==> config.mk <==
export PLATFORM = sky130hd
export DESIGN_NAME = unsigned_to_decimal_ascii
export DESIGN_NICKNAME = d
export VERILOG_FILES = /design/src/hw/rtl/u2d_pkg.sv /design/src/hw/rtl/u2d_queue.sv /design/src/hw/rtl/u2d_back.sv /design/src/hw/rtl/unsigned_to_decimal_ascii.sv
export SDC_FILE = /design/constraint.sdc
export NUM_CORES = 1
export LEC_CHECK = 0
export ABC_AREA = 0
export BUFFER_PORTS_ARGS = -buffer_cell sky130_fd_sc_hd__buf_2
export CELL_PAD_IN_SITES_DETAIL_PLACEMENT = 2
export CELL_PAD_IN_SITES_GLOBAL_PLACEMENT = 2
export CORE_MARGIN = 4
export CORE_UTILIZATION = 23
export CTS_BUF_LIST = sky130_fd_sc_hd__clkbuf_4
export CTS_CLUSTER_DIAMETER = 40
export DETAILED_ROUTE_END_ITERATION = 7
export PLACE_DENSITY = 0.59
export SLEW_MARGIN = 10
export SYNTH_ARGS = -nofsm -noshare
export SYNTH_HDL_FRONTEND = slang
export SYNTH_HIERARCHICAL = 1
export SYNTH_SLANG_ARGS = --single-unit
==> constraint.sdc <==
create_clock -name clk -period 3 [get_ports clk]
set_input_delay 0.45 -clock clk [delete_from_list [all_inputs] [get_ports clk]]
set_output_delay 0.45 -clock clk [all_outputs]
set_load 0.005 [all_outputs]
==> src/hw/rtl/u2d_pkg.sv <==
package u2d_pkg;

	localparam int unsigned DIGIT_W     = 4;
	localparam int unsigned CHAR_W      = 6;
	localparam int unsigned QUEUE_DEPTH = 2;

	localparam logic [CHAR_W-1:0] ASCII_ZERO = 6'h30;

	localparam logic [DIGIT_W-1:0] ADJ_LIMIT = 4'd5;
	localparam logic [DIGIT_W-1:0] ADJ_ADD   = 4'd3;

	typedef enum logic [1:0] {
		ST_IDLE,
		ST_SHIFT,
		ST_EMIT
	} back_state_t;

	typedef struct packed {
		logic empty;
		logic full;
	} queue_stat_t;

endpackage

==> src/hw/rtl/u2d_queue.sv <==
module u2d_queue #(
	parameter int unsigned DATA_W = 32
) (
	input  logic                clk,
	input  logic                arst_n,
	input  logic                push,
	input  logic [DATA_W-1:0]   wdata,
	input  logic                pop,
	output logic [DATA_W-1:0]   rdata,
	output u2d_pkg::queue_stat_t stat
);

	localparam int unsigned PTR_W = $clog2(u2d_pkg::QUEUE_DEPTH);
	localparam int unsigned CNT_W = $clog2(u2d_pkg::QUEUE_DEPTH + 1);

	logic [DATA_W-1:0] mem_q [u2d_pkg::QUEUE_DEPTH];
	logic [PTR_W-1:0]  wr_ptr_q;
	logic [PTR_W-1:0]  rd_ptr_q;
	logic [CNT_W-1:0]  count_q;
	logic              do_push;
	logic              do_pop;

	assign stat.empty = (count_q == '0);
	assign stat.full  = (count_q == CNT_W'(u2d_pkg::QUEUE_DEPTH));
	assign do_push    = push && !stat.full;
	assign do_pop     = pop && !stat.empty;
	assign rdata      = mem_q[rd_ptr_q];

	always_ff @(posedge clk) begin
		if (do_push) begin
			mem_q[wr_ptr_q] <= wdata;
		end
	end

	always_ff @(posedge clk or negedge arst_n) begin
		if (!arst_n) begin
			wr_ptr_q <= '0;
			rd_ptr_q <= '0;
			count_q  <= '0;
		end else begin
			if (do_push) begin
				wr_ptr_q <= (wr_ptr_q == PTR_W'(u2d_pkg::QUEUE_DEPTH - 1)) ? '0
					: wr_ptr_q + PTR_W'(1);
			end
			if (do_pop) begin
				rd_ptr_q <= (rd_ptr_q == PTR_W'(u2d_pkg::QUEUE_DEPTH - 1)) ? '0
					: rd_ptr_q + PTR_W'(1);
			end
			if (do_push && !do_pop) begin
				count_q <= count_q + CNT_W'(1);
			end else if (do_pop && !do_push) begin
				count_q <= count_q - CNT_W'(1);
			end
		end
	end

endmodule

==> src/hw/rtl/u2d_back.sv <==
module u2d_back #(
	parameter int unsigned DATA_W = 32
) (
	input  logic                           clk,
	input  logic                           arst_n,
	input  u2d_pkg::queue_stat_t           qstat,
	input  logic [DATA_W-1:0]              qdata,
	output logic                           qpop,
	output logic                           valid,
	input  logic                           stall,
	output logic [u2d_pkg::CHAR_W-1:0]     digit_char,
	output logic                           last_digit
);

	localparam int unsigned NDIG  = (DATA_W * 30103) / 100000 + 1;
	localparam int unsigned BCD_W = u2d_pkg::DIGIT_W * NDIG;
	localparam int unsigned CMAX  = (DATA_W > NDIG) ? DATA_W : NDIG;
	localparam int unsigned CNT_W = $clog2(CMAX + 1);

	u2d_pkg::back_state_t state_q, state_d;

	logic [DATA_W-1:0]           bin_q;
	logic [BCD_W-1:0]            bcd_q;
	logic [BCD_W-1:0]            bcd_adj;
	logic [CNT_W-1:0]            cnt_q;
	logic                        started_q;
	logic                        valid_q;
	logic [u2d_pkg::CHAR_W-1:0]  char_q;
	logic                        last_q;

	logic [u2d_pkg::DIGIT_W-1:0] top_nib;
	logic                        out_free;
	logic                        last_dig;
	logic                        show;
	logic                        load;
	logic                        shift_en;
	logic                        emit_adv;
	logic                        emit_out;

	// add-3 correction on every digit before the shift
	always_comb begin
		for (int i = 0; i < NDIG; i++) begin
			bcd_adj[i*u2d_pkg::DIGIT_W +: u2d_pkg::DIGIT_W] =
				(bcd_q[i*u2d_pkg::DIGIT_W +: u2d_pkg::DIGIT_W] >= u2d_pkg::ADJ_LIMIT)
				? bcd_q[i*u2d_pkg::DIGIT_W +: u2d_pkg::DIGIT_W] + u2d_pkg::ADJ_ADD
				: bcd_q[i*u2d_pkg::DIGIT_W +: u2d_pkg::DIGIT_W];
		end
	end

	assign top_nib  = bcd_q[BCD_W-1 -: u2d_pkg::DIGIT_W];
	assign out_free = !valid_q || !stall;
	assign last_dig = (cnt_q == CNT_W'(1));
	assign show     = started_q || (top_nib != '0) || last_dig;

	always_comb begin
		state_d = state_q;
		unique case (state_q)
			u2d_pkg::ST_IDLE: begin
				if (!qstat.empty) state_d = u2d_pkg::ST_SHIFT;
			end
			u2d_pkg::ST_SHIFT: begin
				if (last_dig) state_d = u2d_pkg::ST_EMIT;
			end
			u2d_pkg::ST_EMIT: begin
				if (emit_adv && last_dig) state_d = u2d_pkg::ST_IDLE;
			end
			default: state_d = u2d_pkg::ST_IDLE;
		endcase
	end

	always_comb begin
		load     = 1'b0;
		shift_en = 1'b0;
		emit_adv = 1'b0;
		emit_out = 1'b0;
		unique case (state_q)
			u2d_pkg::ST_IDLE: begin
				load = !qstat.empty;
			end
			u2d_pkg::ST_SHIFT: begin
				shift_en = 1'b1;
			end
			u2d_pkg::ST_EMIT: begin
				emit_adv = !show || out_free;
				emit_out = show && out_free;
			end
			default: begin
				load = 1'b0;
			end
		endcase
	end

	assign qpop = load;

	always_ff @(posedge clk or negedge arst_n) begin
		if (!arst_n) begin
			state_q   <= u2d_pkg::ST_IDLE;
			valid_q   <= 1'b0;
			started_q <= 1'b0;
			cnt_q     <= '0;
		end else begin
			state_q <= state_d;
			if (emit_out) begin
				valid_q <= 1'b1;
			end else if (!stall) begin
				valid_q <= 1'b0;
			end
			if (load) begin
				started_q <= 1'b0;
			end else if (emit_out) begin
				started_q <= 1'b1;
			end
			if (load) begin
				cnt_q <= CNT_W'(DATA_W);
			end else if (shift_en) begin
				cnt_q <= last_dig ? CNT_W'(NDIG) : cnt_q - CNT_W'(1);
			end else if (emit_adv) begin
				cnt_q <= cnt_q - CNT_W'(1);
			end
		end
	end

	always_ff @(posedge clk) begin
		if (load) begin
			bin_q <= qdata;
			bcd_q <= '0;
		end else if (shift_en) begin
			bin_q <= {bin_q[DATA_W-2:0], 1'b0};
			bcd_q <= {bcd_adj[BCD_W-2:0], bin_q[DATA_W-1]};
		end else if (emit_adv) begin
			bcd_q <= {bcd_q[BCD_W-u2d_pkg::DIGIT_W-1:0], {u2d_pkg::DIGIT_W{1'b0}}};
		end
		if (emit_out) begin
			char_q <= u2d_pkg::ASCII_ZERO + {2'b00, top_nib};
			last_q <= last_dig;
		end
	end

	assign valid      = valid_q;
	assign digit_char = char_q;
	assign last_digit = last_q;

endmodule

==> src/hw/rtl/unsigned_to_decimal_ascii.sv <==
// the first shown digit passes the queue, the idle load, the shift-add-3 steps and its digit slot
// each value takes W = min(VALUE_WIDTH, 32) shift-add-3 steps, then D = decimal digit slots
// (10 at 32 bits), a shown digit waiting on digit_stall; the converter loads only when idle
// a two-entry queue takes new values while a conversion runs
// reset: asynchronous, clears the queue, converter state and output valid
module unsigned_to_decimal_ascii #(
	parameter int unsigned VALUE_WIDTH = 32
) (
	input  logic                       clk,
	input  logic                       arst_n,
	input  logic                       value_valid,
	output logic                       value_stall,
	input  logic [31:0]                value,
	output logic                       digit_valid,
	input  logic                       digit_stall,
	output logic [u2d_pkg::CHAR_W-1:0] digit_char,
	output logic                       last_digit
);

	localparam int unsigned EFF_W = (VALUE_WIDTH < 32) ? VALUE_WIDTH : 32;

	u2d_pkg::queue_stat_t qstat;
	logic [EFF_W-1:0]     qdata;
	logic                 qpop;

	assign value_stall = qstat.full;

	u2d_queue #(
		.DATA_W(EFF_W)
	) u_queue (
		.clk   (clk),
		.arst_n(arst_n),
		.push  (value_valid),
		.wdata (value[EFF_W-1:0]),
		.pop   (qpop),
		.rdata (qdata),
		.stat  (qstat)
	);

	u2d_back #(
		.DATA_W(EFF_W)
	) u_back (
		.clk       (clk),
		.arst_n    (arst_n),
		.qstat     (qstat),
		.qdata     (qdata),
		.qpop      (qpop),
		.valid     (digit_valid),
		.stall     (digit_stall),
		.digit_char(digit_char),
		.last_digit(last_digit)
	);

endmodule

==> out/qor.csv <==
stage;metric;value;unit
clock_network;deepest clock path buffer count;2;
floorplan;Die H;187.5;um
synthesis;sequential element share of the synthesized area;0.5649;
clock_network;clock root cell;clkbuf_4;
timing;final hold vios;0;
critical_path;Critical Path Sink Type;register;
timing;clk_skew;29.48;ps
clock_network;setup bufs post-CTS;0;
global_route;initial antenna violation count;1;
clock_network;TritonCTS clock tree;done;
power;leak pwr;3.307;nW
synthesis;syn_area_per_cell;11.02;sq um
timing;Tmin final;2446;ps
floorplan;core area;31640;sq um
cells_and_area;final-stage net count;776;
routing;drt pass-1 iters;4;
power;Power Total;9.570;mW
synthesis;post-synth top area cell;edfxtp_1;
placed_design;HPWL after DPL;11460;um
routing;Detailed Route Iter0 Violations;233;
placed_design;placed cells;1087;
floorplan;row count;65;
timing;f_max;408.8;MHz
synthesis;ranking of synthesized cells by area;edfxtp_1 41%, dfxtp_1 11%, nand2_1 7.2%;
synthesis;mux cell area share after synthesis;0.06334;
clock_network;CTS clock-pin slew for the worst setup and hold paths;160;ps
global_route;vias in the first global route;5653;
floorplan;total die area;35140;sq um
synthesis;adder-cell share of the synthesized area;0.04054;
clock_network;Num CTS Buffers;17;
timing;Tightest Pin Transition;782.3;ps
timing;Tcrit/Tclk final;0.8155;
timing;RSZ-0062 raised after global routing;no;
cells_and_area;commonest non-fill, non-tap cells in the layout;143 x nand2_1, 101 x edfxtp_1, 60 x a21oi_1;
placed_design;placed cell area;7996;sq um
flow_run;max-cap viol count;0;
cells_and_area;Fill cells;3470;
power;worst vdd ir;0.3066;mV
global_route;first-pass GRT wire length;29590;um
synthesis;Seq cells post-synth;155;
synthesis;Synth Flop Type;edfxtp_1;
clock_network;clk_lat worst skew;550;ps
routing;DRC violations left;0;
critical_path;Arrival @ worst endpoint;2910;ps
synthesis;EDFF count, synth;101;
timing;final setup vio count;0;
global_route;GRT Residual Overflow;0;
cells_and_area;Post-Layout Inst Area;8456;sq um
global_route;gr usage total;0.1029;
cells_and_area;fraction of layout cells with a size suffix above 1;0.1783;
critical_path;kind of critical path;reg2reg;
critical_path;CP required;3460;ps
clock_network;H-Tree Depth;4;
synthesis;yosys warns;6;
routing;Antenna Violating Nets Remaining;0;
worst_hold_path;Hold Path Class;in2reg;
cells_and_area;most common cell after layout, fill and taps aside;nand2_1;
timing;fin. max-slew vios;0;
timing;Fin Setup TNS;0;ps
placed_design;GP Congestion;0.6739;
synthesis;Compound-Gate Fraction of Synth Area;0.1367;
floorplan;Starting Density;0.2341;
timing;Slew headroom;0.4784;
routing;via count;5182;
synthesis;Post-Synth Simple-Gate Area;0.1240;
routing;via/cell ratio;4.578;
placed_design;port bufs;42;
synthesis;synth unique cells;53;
synthesis;top-area cell type share of the netlist area;0.4095;
synthesis;main combinational cell family by area after synthesis;compound AO/OA/AOI/OAI gates;
floorplan;I/O Pins;45;
synthesis;Mapped Cells;672;
power;PD cells;1132;nW/um^2
clock_network;clk sink count;155;
run_status;outcome;completed;
synthesis;xor/xnor share of the synthesized area;0.01774;
global_route;largest net degree at the start of global routing;44;
synthesis;ys async rst share;0.09032;
critical_path;crit-path max FO;35;
synthesis;Mapped Area;7407;sq um
floorplan;Die W;187.5;um
critical_path;Setup crit start kind;register;
routing;Detailed Route WL;17610;um
cells_and_area;Layout Cells excl Fill;1132;
routing;DR WL/cell;15.55;um
cells_and_area;area grow syn2layout;14.16;%
worst max-delay path, cell delays in order, from the launching register on:
cell and delay (ps):
dfxtp_1 370, inv_1 120, ha_1 150, nor4b_2 270, o221a_4 370, or2_1 310
buf_4 430, o211ai_1 150, a21oi_1 160
area by class of cell:
cell class	instances	area, sq um	share of cell area
flip-flops and latches	155	4185	0.4950
diodes	1	2.502	0.0002959
inverters	34	127.6	0.01509
well taps	402	503.0	0.05949
clock buffers	18	135.1	0.01598
repair buffers	69	455.4	0.05386
multi-input cells	439	2845	0.3365
clock inverters	14	201.4	0.02382
metal layers:
layer	GRT usage	vias to the layer above	routed length [um]
met5	0	-	0
met2	0.1859	55	8890
met1	0.1259	2637	8199
met3	0.02109	10	347
met4	0.02428	0	167
li1	-	2480	-
per-stage QoR:
step | util | setup slack, ps | hold WS [ps]
finish | 0.2673 | 553.6 | 74.33
detailed placement | 0.2528 | 584.4 | 388.3
global route | 0.2673 | 251.7 | 2.148
floorplan | - | 575.3 | 154.4
CTS | 0.2647 | 516.4 | 2.827
global placement | 0.2528 | 613.9 | 385.0
state kept, by name, summed over array words and instances (netlist names), 2 cells and up:
register and count:
u_queue/count_q 2, u_queue/mem_q 64, u_back/state_q 2, u_back/bin_q 32, u_back/bcd_q 40, u_back/digit_char 4, u_back/cnt_q 6
where the power goes:
| part | switching, mW | internal [mW] |
|---|---|---|
| clock network | 0.877 | 0.627 |
| logic | 2.36 | 1.77 |
| registers | 0.665 | 3.27 |
cells in the mapped netlist (2+ instances only):
master	n
a211oi_1	2
a21o_1	2
a21oi_1	60
a22oi_1	8
a311oi_1	12
a31oi_1	18
and2_1	2
buf_1	2
buf_12	3
buf_2	4
buf_4	2
buf_6	4
clkbuf_1	30
dfrtp_1	14
dfxtp_1	40
edfxtp_1	101
ha_1	24
inv_1	33
mux2_2	3
mux2_4	29
nand2_1	143
nand2b_1	12
nand3_1	2
nor2_1	17
nor2b_1	2
nor3_1	11
nor3b_1	9
o211ai_1	9
o21a_1	8
o21ai_0	21
o32a_1	8
o32ai_1	3
xnor2_1	13
xor2_1	2
logic make-up after synthesis:
| kind of cell | Yosys count |
|---|---|
| buffers and inverters | 79 |
| DFF | 155 |
| other | 1 |
| muxes | 32 |
| AOI/OAI and AO/OA | 158 |
| xor gates and xnor gates | 15 |
| and+or+nand+nor | 208 |
| adders and majority gates | 24 |
final timing paths:
check | from | endpoint | slack, ps | cells after the start
min | value[12] | u_queue/mem_q[0][12] | 70 | 1
min reg2reg | u_back/bin_q[31] | u_back/bcd_q[0] | 490 | 1
max | u_back/bcd_q[36] | u_back/bcd_q[19] | 550 | 8
max in group asynchronous | arst_n | u_back/cnt_q[2] | 2390 | 2
max reg2reg | u_back/bcd_q[36] | u_back/bcd_q[19] | 550 | 8
min in group asynchronous | arst_n | u_queue/wr_ptr_q | 320 | 2
what timing repair did:
item / 4_1_cts / 5_1_grt
hold buffers: 4 / 8
resized for setup: 0 / 0
hold endpoints to repair: 18 / 14
Power figures use the tool's default switching activity.
